--- src/alc_ram.sv ---
// alc_ram: generic single port ram with registered read
// no dependencies
`default_nettype none
module alc_ram #(
	parameter int WIDTH = 8,
	parameter int DEPTH = 16
) (
	input  wire logic                     clk,
	input  wire logic                     we,
	input  wire logic                     re,
	input  wire logic [$clog2(DEPTH)-1:0] addr,
	input  wire logic [WIDTH-1:0]         wdata,
	output      logic [WIDTH-1:0]         rdata
);
	logic [WIDTH-1:0] mem [DEPTH];
	logic [WIDTH-1:0] rdata_q;

	always_ff @(posedge clk) begin
		if (we) begin
			mem[addr] <= wdata;
		end
		if (re) begin
			rdata_q <= mem[addr];
		end
	end

	assign rdata = rdata_q;
endmodule
`default_nettype wire

--- config.mk ---
export PLATFORM = sky130hd
export DESIGN_NAME = alc_ram
export DESIGN_NICKNAME = d
export VERILOG_FILES = /design/src/alc_ram.sv
export SDC_FILE = /design/constraint.sdc
export NUM_CORES = 1
export LEC_CHECK = 0
export BUFFER_PORTS_ARGS = -buffer_cell sky130_fd_sc_hd__buf_4
export CAP_MARGIN = 20
export CORE_MARGIN = 1.5
export CORE_UTILIZATION = 60
export CTS_CLUSTER_DIAMETER = 80
export CTS_CLUSTER_SIZE = 40
export DETAILED_ROUTE_END_ITERATION = 16
export PLACE_DENSITY = 0.78
export SLEW_MARGIN = 20
export SYNTH_ARGS = -nofsm -noshare
export SYNTH_HDL_FRONTEND = slang
export SYNTH_SLANG_ARGS = --single-unit
--- constraint.sdc ---
create_clock -name clk -period 2 [get_ports clk]
set_clock_uncertainty 0.05 [all_clocks]
set_input_delay 0.3 -clock clk [delete_from_list [all_inputs] [get_ports clk]]
set_output_delay 0.3 -clock clk [all_outputs]
set_load 0.01 [all_outputs]
==> qor.log <==
INFO  yosys          cell_type_with_the_highest_aggregate_area_in_the_netlist=sky130_fd_sc_hd__edfxtp_1
INFO  yosys          synth_cells=230
INFO  worst_setup_path cell_at_the_slowest_stage_of_the_critical_path=sky130_fd_sc_hd__mux4_2
INFO  drt            vias_per_cell=6.28
INFO  power          p_leak=2.07nW
INFO  clocking       cts_hold_repair.buffers=0
INFO  drt            totalWireLength=10800um
INFO  placement      placement.setup.worst_slack=0.0536ns
INFO  worst_setup_path cp-end-kind=flip-flop
INFO  worst_setup_path worstPathRequired=2.19ns
INFO  yosys          yosys.cell_count.top_type=sky130_fd_sc_hd__edfxtp_1
INFO  yosys          synth_area=5150squm
INFO  clocking       cts-root-to-sink-buffers=2
INFO  drt            drc=0
INFO  clocking       cts-htree-levels=4
INFO  yosys          register_bit_count_reported_by_yosys=136
INFO  floorplanning  rows=33
INFO  sta            finalMaxSlewViolations=0
INFO  floorplanning  die-width=95.6um
INFO  yosys          yosys_warnings=0
INFO  run_status     run_status=completed
INFO  global_route   antenna_found_initial=0
INFO  yosys          synth_async_sr_flop_share=0%
INFO  yosys          part_of_the_yosys_area_used_for_sequential_elements=79.3%
INFO  yosys          postSynthNetCount=245
INFO  clocking       cts_post_setup_buffers_inserted=0
INFO  floorplanning  design.core.area=8260squm
INFO  floorplanning  design.die.area=9140squm
INFO  yosys          synth_enable_flop_cells=136
INFO  global_route   via_count_of_the_first_global_routing_pass=2694
INFO  sta            worst-slew-pin-transition=0.831ns
INFO  power          power_per_cell_area=1020nW/um^2
INFO  global_route   grt_start_max_net_pins=17
INFO  floorplanning  vertical_extent_of_the_die=95.6um
INFO  sta            tns=0ns
INFO  yosys          yosysTopAreaCellShare=79.3%
INFO  worst_setup_path critical_path.cell_chain=mux4_2 > a22oi_1 > nand2_1
INFO  sta            min_period=1.61ns
INFO  clocking       clock_insertion_delay_worst_skew=0.51ns
INFO  finish         layout.cells.non_filler=410
INFO  drt            antenna_violating_nets_post_route=0
INFO  placement      place_hpwl=6710um
INFO  clocking       path_clk_slew=0.06ns
INFO  sta            timing_hold_violations_final=0
INFO  placement      place_congestion=0.784
INFO  sta            worst_slew_margin_rel=44.4%
INFO  clocking       number_of_gates_resized_after_cts=0
INFO  placement      io_buffers=22
INFO  drt            num_vias=2575
INFO  worst_setup_path criticalPathCategory=reg2reg
INFO  yosys          post_synth_main_area_contributors=sky130_fd_sc_hd__edfxtp_1, sky130_fd_sc_hd__mux4_2, sky130_fd_sc_hd__a22oi_1
INFO  worst_setup_path timing.critical_path.arrival=1.80ns
INFO  clocking       cts.root.buffer_cell=sky130_fd_sc_hd__clkbuf_8
INFO  drt            dr.pass1.iters=4
INFO  yosys          synth.avg_cell_area=22.4squm
INFO  clocking       numCtsBuffers=17
INFO  yosys          postSynth.topFlopCell=sky130_fd_sc_hd__edfxtp_1
INFO  placement      dp_cells=378
INFO  drt            first_iter_violations=207
INFO  floorplanning  boundaryPins=23
INFO  worst_setup_path slowest_delay=0.47ns
INFO  global_route   grt_pass1_wl=16000um
INFO  worst_setup_path critical_path_peak_fanout=1
INFO  floorplanning  initial_cell_density_of_the_core=62.3%
INFO  sta            unrepaired_setup_endpoints_after_global_routing=no
INFO  power          peakVddDrop=624uV
INFO  finish         area_growth=19.6%
INFO  drt            post_drt_wl_per_cell=26.3um
INFO  clocking       tritoncts=done
INFO  yosys          yosys_cell_types=17
INFO  worst_setup_path start_kind=flip-flop
INFO  finish         design.final.nets=307
INFO  global_route   globalRouteOverflowTotal=0
INFO  global_route   groute.usage.overall=26.4%
INFO  min_path       hold_path_class=in2reg
INFO  finish         insertedDiodeCount=0
INFO  placement      placement.cell_area=5640squm
INFO  finish         drive_above_1_share=38.4%
INFO  sta            setup_violators_final=0
INFO  sta            peak_clock_frequency_supported_by_timing=0.623GHz
INFO  finish         post-route-cell-area=6160squm
INFO  yosys          ys_top_cells_by_count=sky130_fd_sc_hd__edfxtp_1, sky130_fd_sc_hd__mux4_2, sky130_fd_sc_hd__a22oi_1, sky130_fd_sc_hd__nor2_1, sky130_fd_sc_hd__nand2_1
INFO  clocking       clock_sink_count=136
INFO  flow_run       cap_viol_max_count=0
INFO  sta            timing.final.ws_setup=0.394ns
INFO  finish         filler_cell_count=425
INFO  sta            finalCritPeriodShare=80.3%
==> cell families after synthesis <==
| kind of cell | synth area share (%) |
|---|---|
| simple gates | 3.16 |
| flops | 79.3 |
| mux | 14.0 |
| compound gates | 2.33 |
| buf+inv | 1.17 |
==> path summary, 6_finish.rpt <==
kind,from,end,slack [ns],depth (start not counted)
setup reg to reg,mem[9][2]$_DFFE_PP_,rdata[2]$_DFFE_PP_,0.39,3
setup / recovery,mem[9][2]$_DFFE_PP_,rdata[2]$_DFFE_PP_,0.39,3
hold reg to reg,mem[6][7]$_DFFE_PP_,rdata[7]$_DFFE_PP_,0.71,3
hold / removal,wdata[4],mem[1][4]$_DFFE_PP_,0.05,1
==> layout by cell type, fill, tap and decap left out <==
cell / netlist / layout
sky130_fd_sc_hd__nor3_1: 4 / 4
sky130_fd_sc_hd__clkbuf_1: 2 / 1
sky130_fd_sc_hd__inv_6: 0 / 3
sky130_fd_sc_hd__clkinv_2: 0 / 3
sky130_fd_sc_hd__clkinv_4: 0 / 4
sky130_fd_sc_hd__clkbuf_8: 0 / 1
sky130_fd_sc_hd__nor2b_1: 2 / 2
sky130_fd_sc_hd__buf_12: 0 / 1
sky130_fd_sc_hd__nor2_1: 13 / 13
sky130_fd_sc_hd__nand3_1: 1 / 1
sky130_fd_sc_hd__nand2b_1: 2 / 2
sky130_fd_sc_hd__nand3b_1: 2 / 2
sky130_fd_sc_hd__nand2_1: 9 / 9
sky130_fd_sc_hd__or3b_2: 1 / 1
sky130_fd_sc_hd__mux4_2: 32 / 32
sky130_fd_sc_hd__clkinv_1: 0 / 1
sky130_fd_sc_hd__and2_1: 1 / 1
sky130_fd_sc_hd__clkbuf_16: 0 / 16
sky130_fd_sc_hd__edfxtp_1: 136 / 136
sky130_fd_sc_hd__buf_4: 0 / 53
sky130_fd_sc_hd__clkinvlp_4: 0 / 3
sky130_fd_sc_hd__a22oi_1: 16 / 16
==> flip-flops by register name (all words and copies together), names as in the netlist <==
name / flops
mem: 128
rdata: 8
==> stage by stage <==
stage / util (%) / total power [mW] / hold WS [ns]
2_1_floorplan: - / 3.45 / 0.349
3_3_place_gp: 68.3 / 3.61 / 0.562
3_5_place_dp: 68.3 / 3.62 / 0.578
4_1_cts: 74.6 / 6.28 / 0.0290
5_1_grt: 74.6 / 6.43 / 0.0281
6_report: 74.6 / 6.26 / 0.0507
==> worst max-delay path: cells and delay by family (launching register included) <==
| family | cells | cell delay, ns |
|---|---|---|
| multiplexers | 1 | 0.47 |
| flip-flops | 1 | 0.37 |
| AO/OA/AOI/OAI | 1 | 0.36 |
| AND/OR/NAND/NOR | 1 | 0.10 |
==> layer usage <==
metal	global-route usage [%]	part of all wire, %
met5	0	0
met4	9.19	1.5
met3	7.02	6.4
met2	44.5	53
met1	33.3	39
==> final cells by class <==
| cell class | instances | area, sq um | area share, % |
|---|---|---|---|
| repair buffers | 54 | 418 | 6.79 |
| clock inverters | 14 | 103 | 1.67 |
| multi-input cells | 83 | 1000 | 16.3 |
| well taps | 105 | 131 | 2.13 |
| clock buffers | 18 | 418 | 6.79 |
| flip-flops and latches | 136 | 4080 | 66.3 |
==> power by group <==
group / total [mW] / switching [mW] / internal (mW)
clock: 2.69 / 1.16 / 1.53
sequential: 3.23 / 0.0208 / 3.21
combinational: 0.335 / 0.182 / 0.153
total: 6.26 / 1.37 / 4.89
Power figures use the tool's default switching activity.
