File: src/alc_alu.sv
// alc_alu: shared 32 bit subtract and unsigned compare unit
// no dependencies
`default_nettype none
module alc_alu (
	input  wire logic [31:0] a,
	input  wire logic [31:0] b,
	output      logic [31:0] diff,
	output      logic        lt
);
	logic [32:0] wide;

	assign wide = {1'b0, a} - {1'b0, b};
	assign diff = wide[31:0];
	assign lt   = wide[32];
endmodule
`default_nettype wire

File: config.mk
export PLATFORM = sky130hd
export DESIGN_NAME = alc_alu
export DESIGN_NICKNAME = d
export VERILOG_FILES = /design/src/alc_alu.sv
export SDC_FILE = /design/constraint.sdc
export NUM_CORES = 1
export LEC_CHECK = 0
export BUFFER_PORTS_ARGS = -buffer_cell sky130_fd_sc_hd__buf_2
export CORE_ASPECT_RATIO = 1.5
export CORE_MARGIN = 5
export CORE_UTILIZATION = 44
export DETAILED_ROUTE_END_ITERATION = 10
export PLACE_DENSITY_LB_ADDON = 0.15
export SLEW_MARGIN = 20
export SYNTH_ARGS = -nofsm -noshare
export SYNTH_HDL_FRONTEND = slang
export SYNTH_SLANG_ARGS = --single-unit
File: constraint.sdc
create_clock -name vclk -period 2
set_input_delay 0.1 -clock vclk [all_inputs]
set_output_delay 0.1 -clock vclk [all_outputs]
set_load 0.01 [all_outputs]
==> results.json, run 1 <==
{
  "main_combinational_cell_family_by_area_after_synthesis": "compound AO/OA/AOI/OAI gates",
  "antenna-diode-count": 0,
  "post_route_cells_drive_above_1_share_pct": 54.7,
  "library_cell_with_the_largest_summed_area_after_synthesis": "sky130_fd_sc_hd__ha_1",
  "initial_core_util_pct": 44.9,
  "rsz0062_at_grt": "true",
  "post_drt_via_cell_ratio": 5.46,
  "worstSetupPathType": "in2out",
  "power.leakage_nw": 1.78,
  "synth_fp_nets": 373,
  "synth.avg_cell_area_um2": 6.85,
  "cts.hold.buffers_added": 0,
  "power_density_nw_per_um2": 379,
  "arr_time_crit_path_ns": 2.12,
  "globalRouteTotalUtil_pct": 21.1,
  "count_of_buffers_from_port_buffering": 97,
  "post-route-min-period_ns": 2.22,
  "placed_area_um2": 2920,
  "vertical_die_dimension_um": 90.3,
  "dieArea_um2": 5730,
  "flops_and_latches": 0,
  "routedWlPerCell_um": 14.7,
  "number_of_remaining_drc_errors": 0,
  "critPathLaunchType": "primary input",
  "place_congestion": 0.925,
  "post_synth_and_or_nand_nor_area_fraction_pct": 17.0,
  "antenna_violating_nets_post_route": 0,
  "synth_top_cells_by_count": "40 x sky130_fd_sc_hd__inv_1, 32 x sky130_fd_sc_hd__ha_1, 22 x sky130_fd_sc_hd__a21oi_1",
  "post_syn_instances": 276,
  "gr-total-overflow": 0,
  "muxShareOfSynthArea_pct": 0,
  "netlist.area_leader.share_pct": 21.2,
  "endpoint_kind": "output pin",
  "clkbuf_count": 0,
  "run_status": "finished with violations",
  "io_pins": 97,
  "syn2layout_area_growth_pct": 83.3,
  "hold_path_class": "in2out",
  "max_slew_margin_pct": 60.5,
  "place_hpwl_um": 5390,
  "final_max_slew_viol_count": 0,
  "final_hold_vios": 0,
  "finalSetupViolations": 18,
  "drt_first_pass_iters": 4,
  "post_synth_num_cell_types": 51,
  "compound_gate_fraction_of_synth_area_pct": 36.7,
  "layout_worst_path_cycle_share_pct": 111,
  "yosysWarningCount": 0,
  "first_global_vias": 2621,
  "crit_path_max_fanout": 4,
  "nets": 534,
  "drtIter0Drc": 94,
  "postLayoutSetupSlackWorst_ns": -0.216,
  "max_cap_viol_count": 0,
  "fmaxAchievable_ghz": 0.451,
  "largest_net_degree_at_the_start_of_global_routing": 10,
  "postLayoutCoreUtil_pct": 82.3,
  "syn-cell-area_um2": 1890,
  "cp-endpoint": "diff[31]",
  "timing.critical_path.from": "a[8]",
  "place_worst_setup_slack_ns": -0.392,
  "synth.top_cells.by_area": "sky130_fd_sc_hd__ha_1 21%, sky130_fd_sc_hd__inv_1 7.9%, sky130_fd_sc_hd__xnor2_1 6.9%",
  "synthAdderAreaFrac_pct": 22.2,
  "post-synth-top-count-cell": "sky130_fd_sc_hd__inv_1",
  "worstPathRequired_ns": 1.90,
  "share_of_the_yosys_chip_area_belonging_to_registers_pct": 0,
  "power_mw": 1.31,
  "routed-via-count": 2624,
  "max-vdd-ir-drop_mv": 0.293,
  "final_cell_area_um2": 3470,
  "row_count": 29,
  "sequential_cell_area_um2": 0,
  "violations": "setup timing",
  "worst_pin_slew_ns": 0.587,
  "grt_pass1_wl_um": 10700,
  "wl_um": 7050,
  "parity_gate_share_of_the_synthesized_area_counting_xor_and_xnor_cells_pct": 13.4,
  "grt_antenna_before_repair": 0,
  "floorplan.core_area_um2": 4210,
  "floorplan.die.width_um": 63.5
}
-- worst min-delay path by stage --
stage / start / end / slack, ns / cells after the start
after floorplan: a[31] / lt / 0.38 / 2
after global placement: b[0] / diff[0] / 0.57 / 4
after detailed placement: a[31] / lt / 0.58 / 4
after CTS: b[0] / diff[0] / 0.53 / 4
after global routing: b[0] / diff[0] / 0.56 / 4
final: b[0] / diff[0] / 0.54 / 4
-- per-stage QoR --
step / cells / setup TNS [ns] / hold WS [ns]
global route: 481 / -3.69 / 0.561
finish: 481 / -2.18 / 0.541
CTS: 477 / -1.73 / 0.531
floorplan: 276 / -0.0652 / 0.377
global placement: 474 / -3.91 / 0.574
detailed placement: 474 / -4.29 / 0.577
-- layout make-up --
| class | instances | area (µm²) |
|---|---|---|
| Fill cell | 293 | 743 |
| Inverter | 40 | 160 |
| Multi-Input combinational cell | 224 | 2130 |
| Tap cell | 46 | 57.6 |
| Timing Repair Buffer | 171 | 1110 |
-- logic make-up (layout without fill, tap and decap cells) --
logic type | count (synthesis) | count (layout)
AOI/OAI and AO/OA | 97 | 97
and+or+nand+nor | 65 | 65
buffers and inverters | 52 | 211
adders and majority gates | 33 | 33
xor gates and xnor gates | 29 | 29
-- where the power goes --
part	switching [mW]	total, mW	internal, mW
Combinational	0.651	1.31	0.663
Clock	0	0	0
Sequential	0	0	0
-- routing by layer --
metal	wire length, µm	global-route usage, %	vias up	share of wire (%)
li1	-	-	1307	-
met1	2520	21.8	1204	36
met2	3950	42.0	90	56
met3	379	2.86	23	5.4
met4	204	5.55	0	2.9
met5	0	0	-	0
-- timing repair --
action / 4_1_cts / 5_1_grt
setup buffers: 3 / 4
endpoints found under the setup margin: 20 / 22
gates cloned: 0 / 0
gates resized for setup: 38 / 52
pin swaps: 25 / 23
-- placed cells by master, fill, tap and decap left out, types with 3 or more instances in the layout --
| master | count |
|---|---|
| sky130_fd_sc_hd__xnor2_1 | 14 |
| sky130_fd_sc_hd__buf_4 | 69 |
| sky130_fd_sc_hd__nor2_1 | 12 |
| sky130_fd_sc_hd__nor3_1 | 4 |
| sky130_fd_sc_hd__ha_4 | 13 |
| sky130_fd_sc_hd__a21oi_1 | 15 |
| sky130_fd_sc_hd__a21oi_2 | 7 |
| sky130_fd_sc_hd__xor2_1 | 11 |
| sky130_fd_sc_hd__a21o_1 | 15 |
| sky130_fd_sc_hd__a211oi_1 | 3 |
| sky130_fd_sc_hd__nand4_1 | 6 |
| sky130_fd_sc_hd__buf_6 | 12 |
| sky130_fd_sc_hd__nand3_1 | 8 |
| sky130_fd_sc_hd__ha_1 | 17 |
| sky130_fd_sc_hd__o21a_1 | 6 |
| sky130_fd_sc_hd__inv_4 | 4 |
| sky130_fd_sc_hd__o21ai_0 | 9 |
| sky130_fd_sc_hd__o21ai_2 | 4 |
| sky130_fd_sc_hd__buf_2 | 89 |
| sky130_fd_sc_hd__nand2_1 | 19 |
| sky130_fd_sc_hd__a211oi_2 | 3 |
| sky130_fd_sc_hd__nor2b_4 | 3 |
| sky130_fd_sc_hd__o21ai_1 | 3 |
| sky130_fd_sc_hd__xor2_2 | 3 |
| sky130_fd_sc_hd__inv_1 | 35 |
-- worst max-delay path, cell delays in order --
cell and delay, ns:
sky130_fd_sc_hd__buf_6 0.10, sky130_fd_sc_hd__ha_4 0.24, sky130_fd_sc_hd__a211oi_2 0.20, sky130_fd_sc_hd__nor2_1 0.08
sky130_fd_sc_hd__or3_4 0.40, sky130_fd_sc_hd__o2111ai_4 0.27, sky130_fd_sc_hd__a32oi_4 0.19, sky130_fd_sc_hd__a41o_1 0.26
sky130_fd_sc_hd__xor2_2 0.15, sky130_fd_sc_hd__buf_2 0.14
No activity file was read; power rests on OpenSTA's default activity.
==> run 2, diff against run 1 <==
--- a/config.mk
+++ b/config.mk
@@ -5,11 +5,12 @@
 export SDC_FILE = /design/constraint.sdc
 export NUM_CORES = 1
 export LEC_CHECK = 0
-export BUFFER_PORTS_ARGS = -buffer_cell sky130_fd_sc_hd__buf_2
-export CORE_ASPECT_RATIO = 1.5
+export CORE_ASPECT_RATIO = 0.75
 export CORE_MARGIN = 5
-export CORE_UTILIZATION = 44
+export CORE_UTILIZATION = 46
 export DETAILED_ROUTE_END_ITERATION = 10
+export DONT_BUFFER_PORTS = 1
+export GPL_ROUTABILITY_DRIVEN = 0
 export PLACE_DENSITY_LB_ADDON = 0.15
 export SLEW_MARGIN = 20
 export SYNTH_ARGS = -nofsm -noshare
==> run 2 against run 1 <==
Effect of this change: the flow still finishes with violations (setup timing); first-iteration DRC count decreased by 19%; worst setup slack improved by 0.11 ns; non-clock buffer count fell by 100; maximum frequency is 5.1% higher; clock-buffer cell count stayed put; sequential cell count is the same; critical path type unchanged; largest cell class unchanged.
==> results.json, run 2 (synthesized netlist as in run 1, its figures left out) <==
{
  "first_global_vias": 2206,
  "crit_family": "compound AO/OA/AOI/OAI gates",
  "antenna_violating_nets_post_route": 0,
  "max_cap_viol_count": 0,
  "antenna-diode-count": 0,
  "crit_buf_inv": 3,
  "final_common_cell": "sky130_fd_sc_hd__buf_4",
  "clkbuf_count": 0,
  "dieArea_um2": 5510,
  "post_drt_via_cell_ratio": 5.60,
  "timing.critical_path.from": "a[0]",
  "row_count": 20,
  "initial_core_util_pct": 47.2,
  "flops_and_latches": 0,
  "post-route-min-period_ns": 2.11,
  "timing.critical_path.depth": 12,
  "placed_area_um2": 2410,
  "sequential_cell_area_um2": 0,
  "run_status": "finished with violations",
  "drt_first_pass_iters": 5,
  "routed-via-count": 2183,
  "finalSetupViolations": 9,
  "timing.critical_path.slowest_cell_delay_ns": 0.35,
  "max_slew_margin_pct": 55.0,
  "violations": "setup timing",
  "syn2layout_area_growth_pct": 52.4,
  "wl_um": 6170,
  "power.leakage_nw": 1.36,
  "place_hpwl_um": 4780,
  "post_route_cells_drive_above_1_share_pct": 40.9,
  "postLayoutSetupSlackWorst_ns": -0.109,
  "rsz0062_at_grt": "true",
  "final_cell_area_um2": 2880,
  "routedWlPerCell_um": 15.8,
  "floorplan.die.width_um": 84.0,
  "io_pins": 97,
  "cp-endpoint": "diff[26]",
  "worstSetupPathType": "in2out",
  "layout.cells.most_common_list": "68 x sky130_fd_sc_hd__buf_4, 35 x sky130_fd_sc_hd__inv_1, 21 x sky130_fd_sc_hd__nand2_1, 20 x sky130_fd_sc_hd__ha_1",
  "crit_path_max_fanout": 4,
  "drtIter0Drc": 76,
  "power_density_nw_per_um2": 385,
  "grt_antenna_before_repair": 0,
  "cts.hold.buffers_added": 0,
  "final_hold_vios": 0,
  "arr_time_crit_path_ns": 2.01,
  "nets": 434,
  "crit_path_cell_trace": "inv_12 -> ha_4 -> fa_2 -> nor2b_2 -> o2111a_2 -> o21ai_2 -> a21oi_2 -> a21oi_2 -> buf_4 -> o21ai_2 -> o31ai_2 -> buf_4",
  "max-vdd-ir-drop_mv": 0.204,
  "number_of_remaining_drc_errors": 0,
  "floorplan.core_area_um2": 4000,
  "globalRouteTotalUtil_pct": 20.8,
  "count_of_buffers_from_port_buffering": 0,
  "endpoint_kind": "output pin",
  "fmaxAchievable_ghz": 0.474,
  "final_max_slew_viol_count": 0,
  "worstPathRequired_ns": 1.90,
  "timing.setup.tns_ns": -0.283,
  "hold_path_class": "in2out",
  "vertical_die_dimension_um": 65.5,
  "largest_net_degree_at_the_start_of_global_routing": 10,
  "layout_worst_path_cycle_share_pct": 105,
  "worst_pin_slew_ns": 0.668,
  "critPathLaunchType": "primary input",
  "gr-total-overflow": 0,
  "critPathSlowestCell": "sky130_fd_sc_hd__fa_2",
  "grt_pass1_wl_um": 9890
}
[run 2: changes by cell type in the layout (fill, tap and decap cells not counted), sizes merged]
| cell | before | now |
|---|---|---|
| buf | 171 | 71 |
[run 2: how the worst min path moves through the flow]
stage | startpoint | end | cells after the start
after detailed placement | b[0] | diff[0] | 2
after floorplan | a[31] | lt | 2
after global placement | b[0] | diff[0] | 2
after CTS | b[0] | diff[0] | 2
final | b[0] | diff[0] | 2
after global routing | b[0] | diff[0] | 2
[run 2: report_power, final]
part / leakage (nW) / switching [mW] / internal, mW
Combinational: 1.36 / 0.581 / 0.530
Sequential: 0 / 0 / 0
Clock: 0 / 0 / 0
[run 2: repair_timing]
item | CTS | global route
setup endpoints to repair | 17 | 16
gates cloned | 0 | 0
pin swaps | 33 | 17
buffers inserted | 4 | 5
resized for setup | 48 | 30
[run 2: per-layer routing]
metal  GRT usage [%]  vias to the layer above  share of wire [%]
li1                -                     1107                  -
met1            28.2                      994                 47
met2            36.8                       76                 47
met3            2.51                        6                4.7
met4            1.61                        0                1.1
met5               0                        -                  0
[run 2: per-stage QoR]
step	setup slack, ns	util [%]	hold WS, ns	std cells	power (mW)
2_1_floorplan	-0.0580	-	0.377	276	0.607
3_5_place_dp	-0.199	60.1	0.389	381	0.922
6_report	-0.109	72.0	0.354	390	1.11
3_3_place_gp	-0.184	60.1	0.391	381	0.916
4_1_cts	-0.0652	66.8	0.352	385	1.02
5_1_grt	-0.177	72.0	0.368	390	1.21
[run 2: area by class of cell]
cell class,instances,area (µm²)
Multi-Input combinational cell,224,2080
Fill cell,336,1120
Timing Repair Buffer,71,544
Inverter,40,188
Tap cell,55,68.8
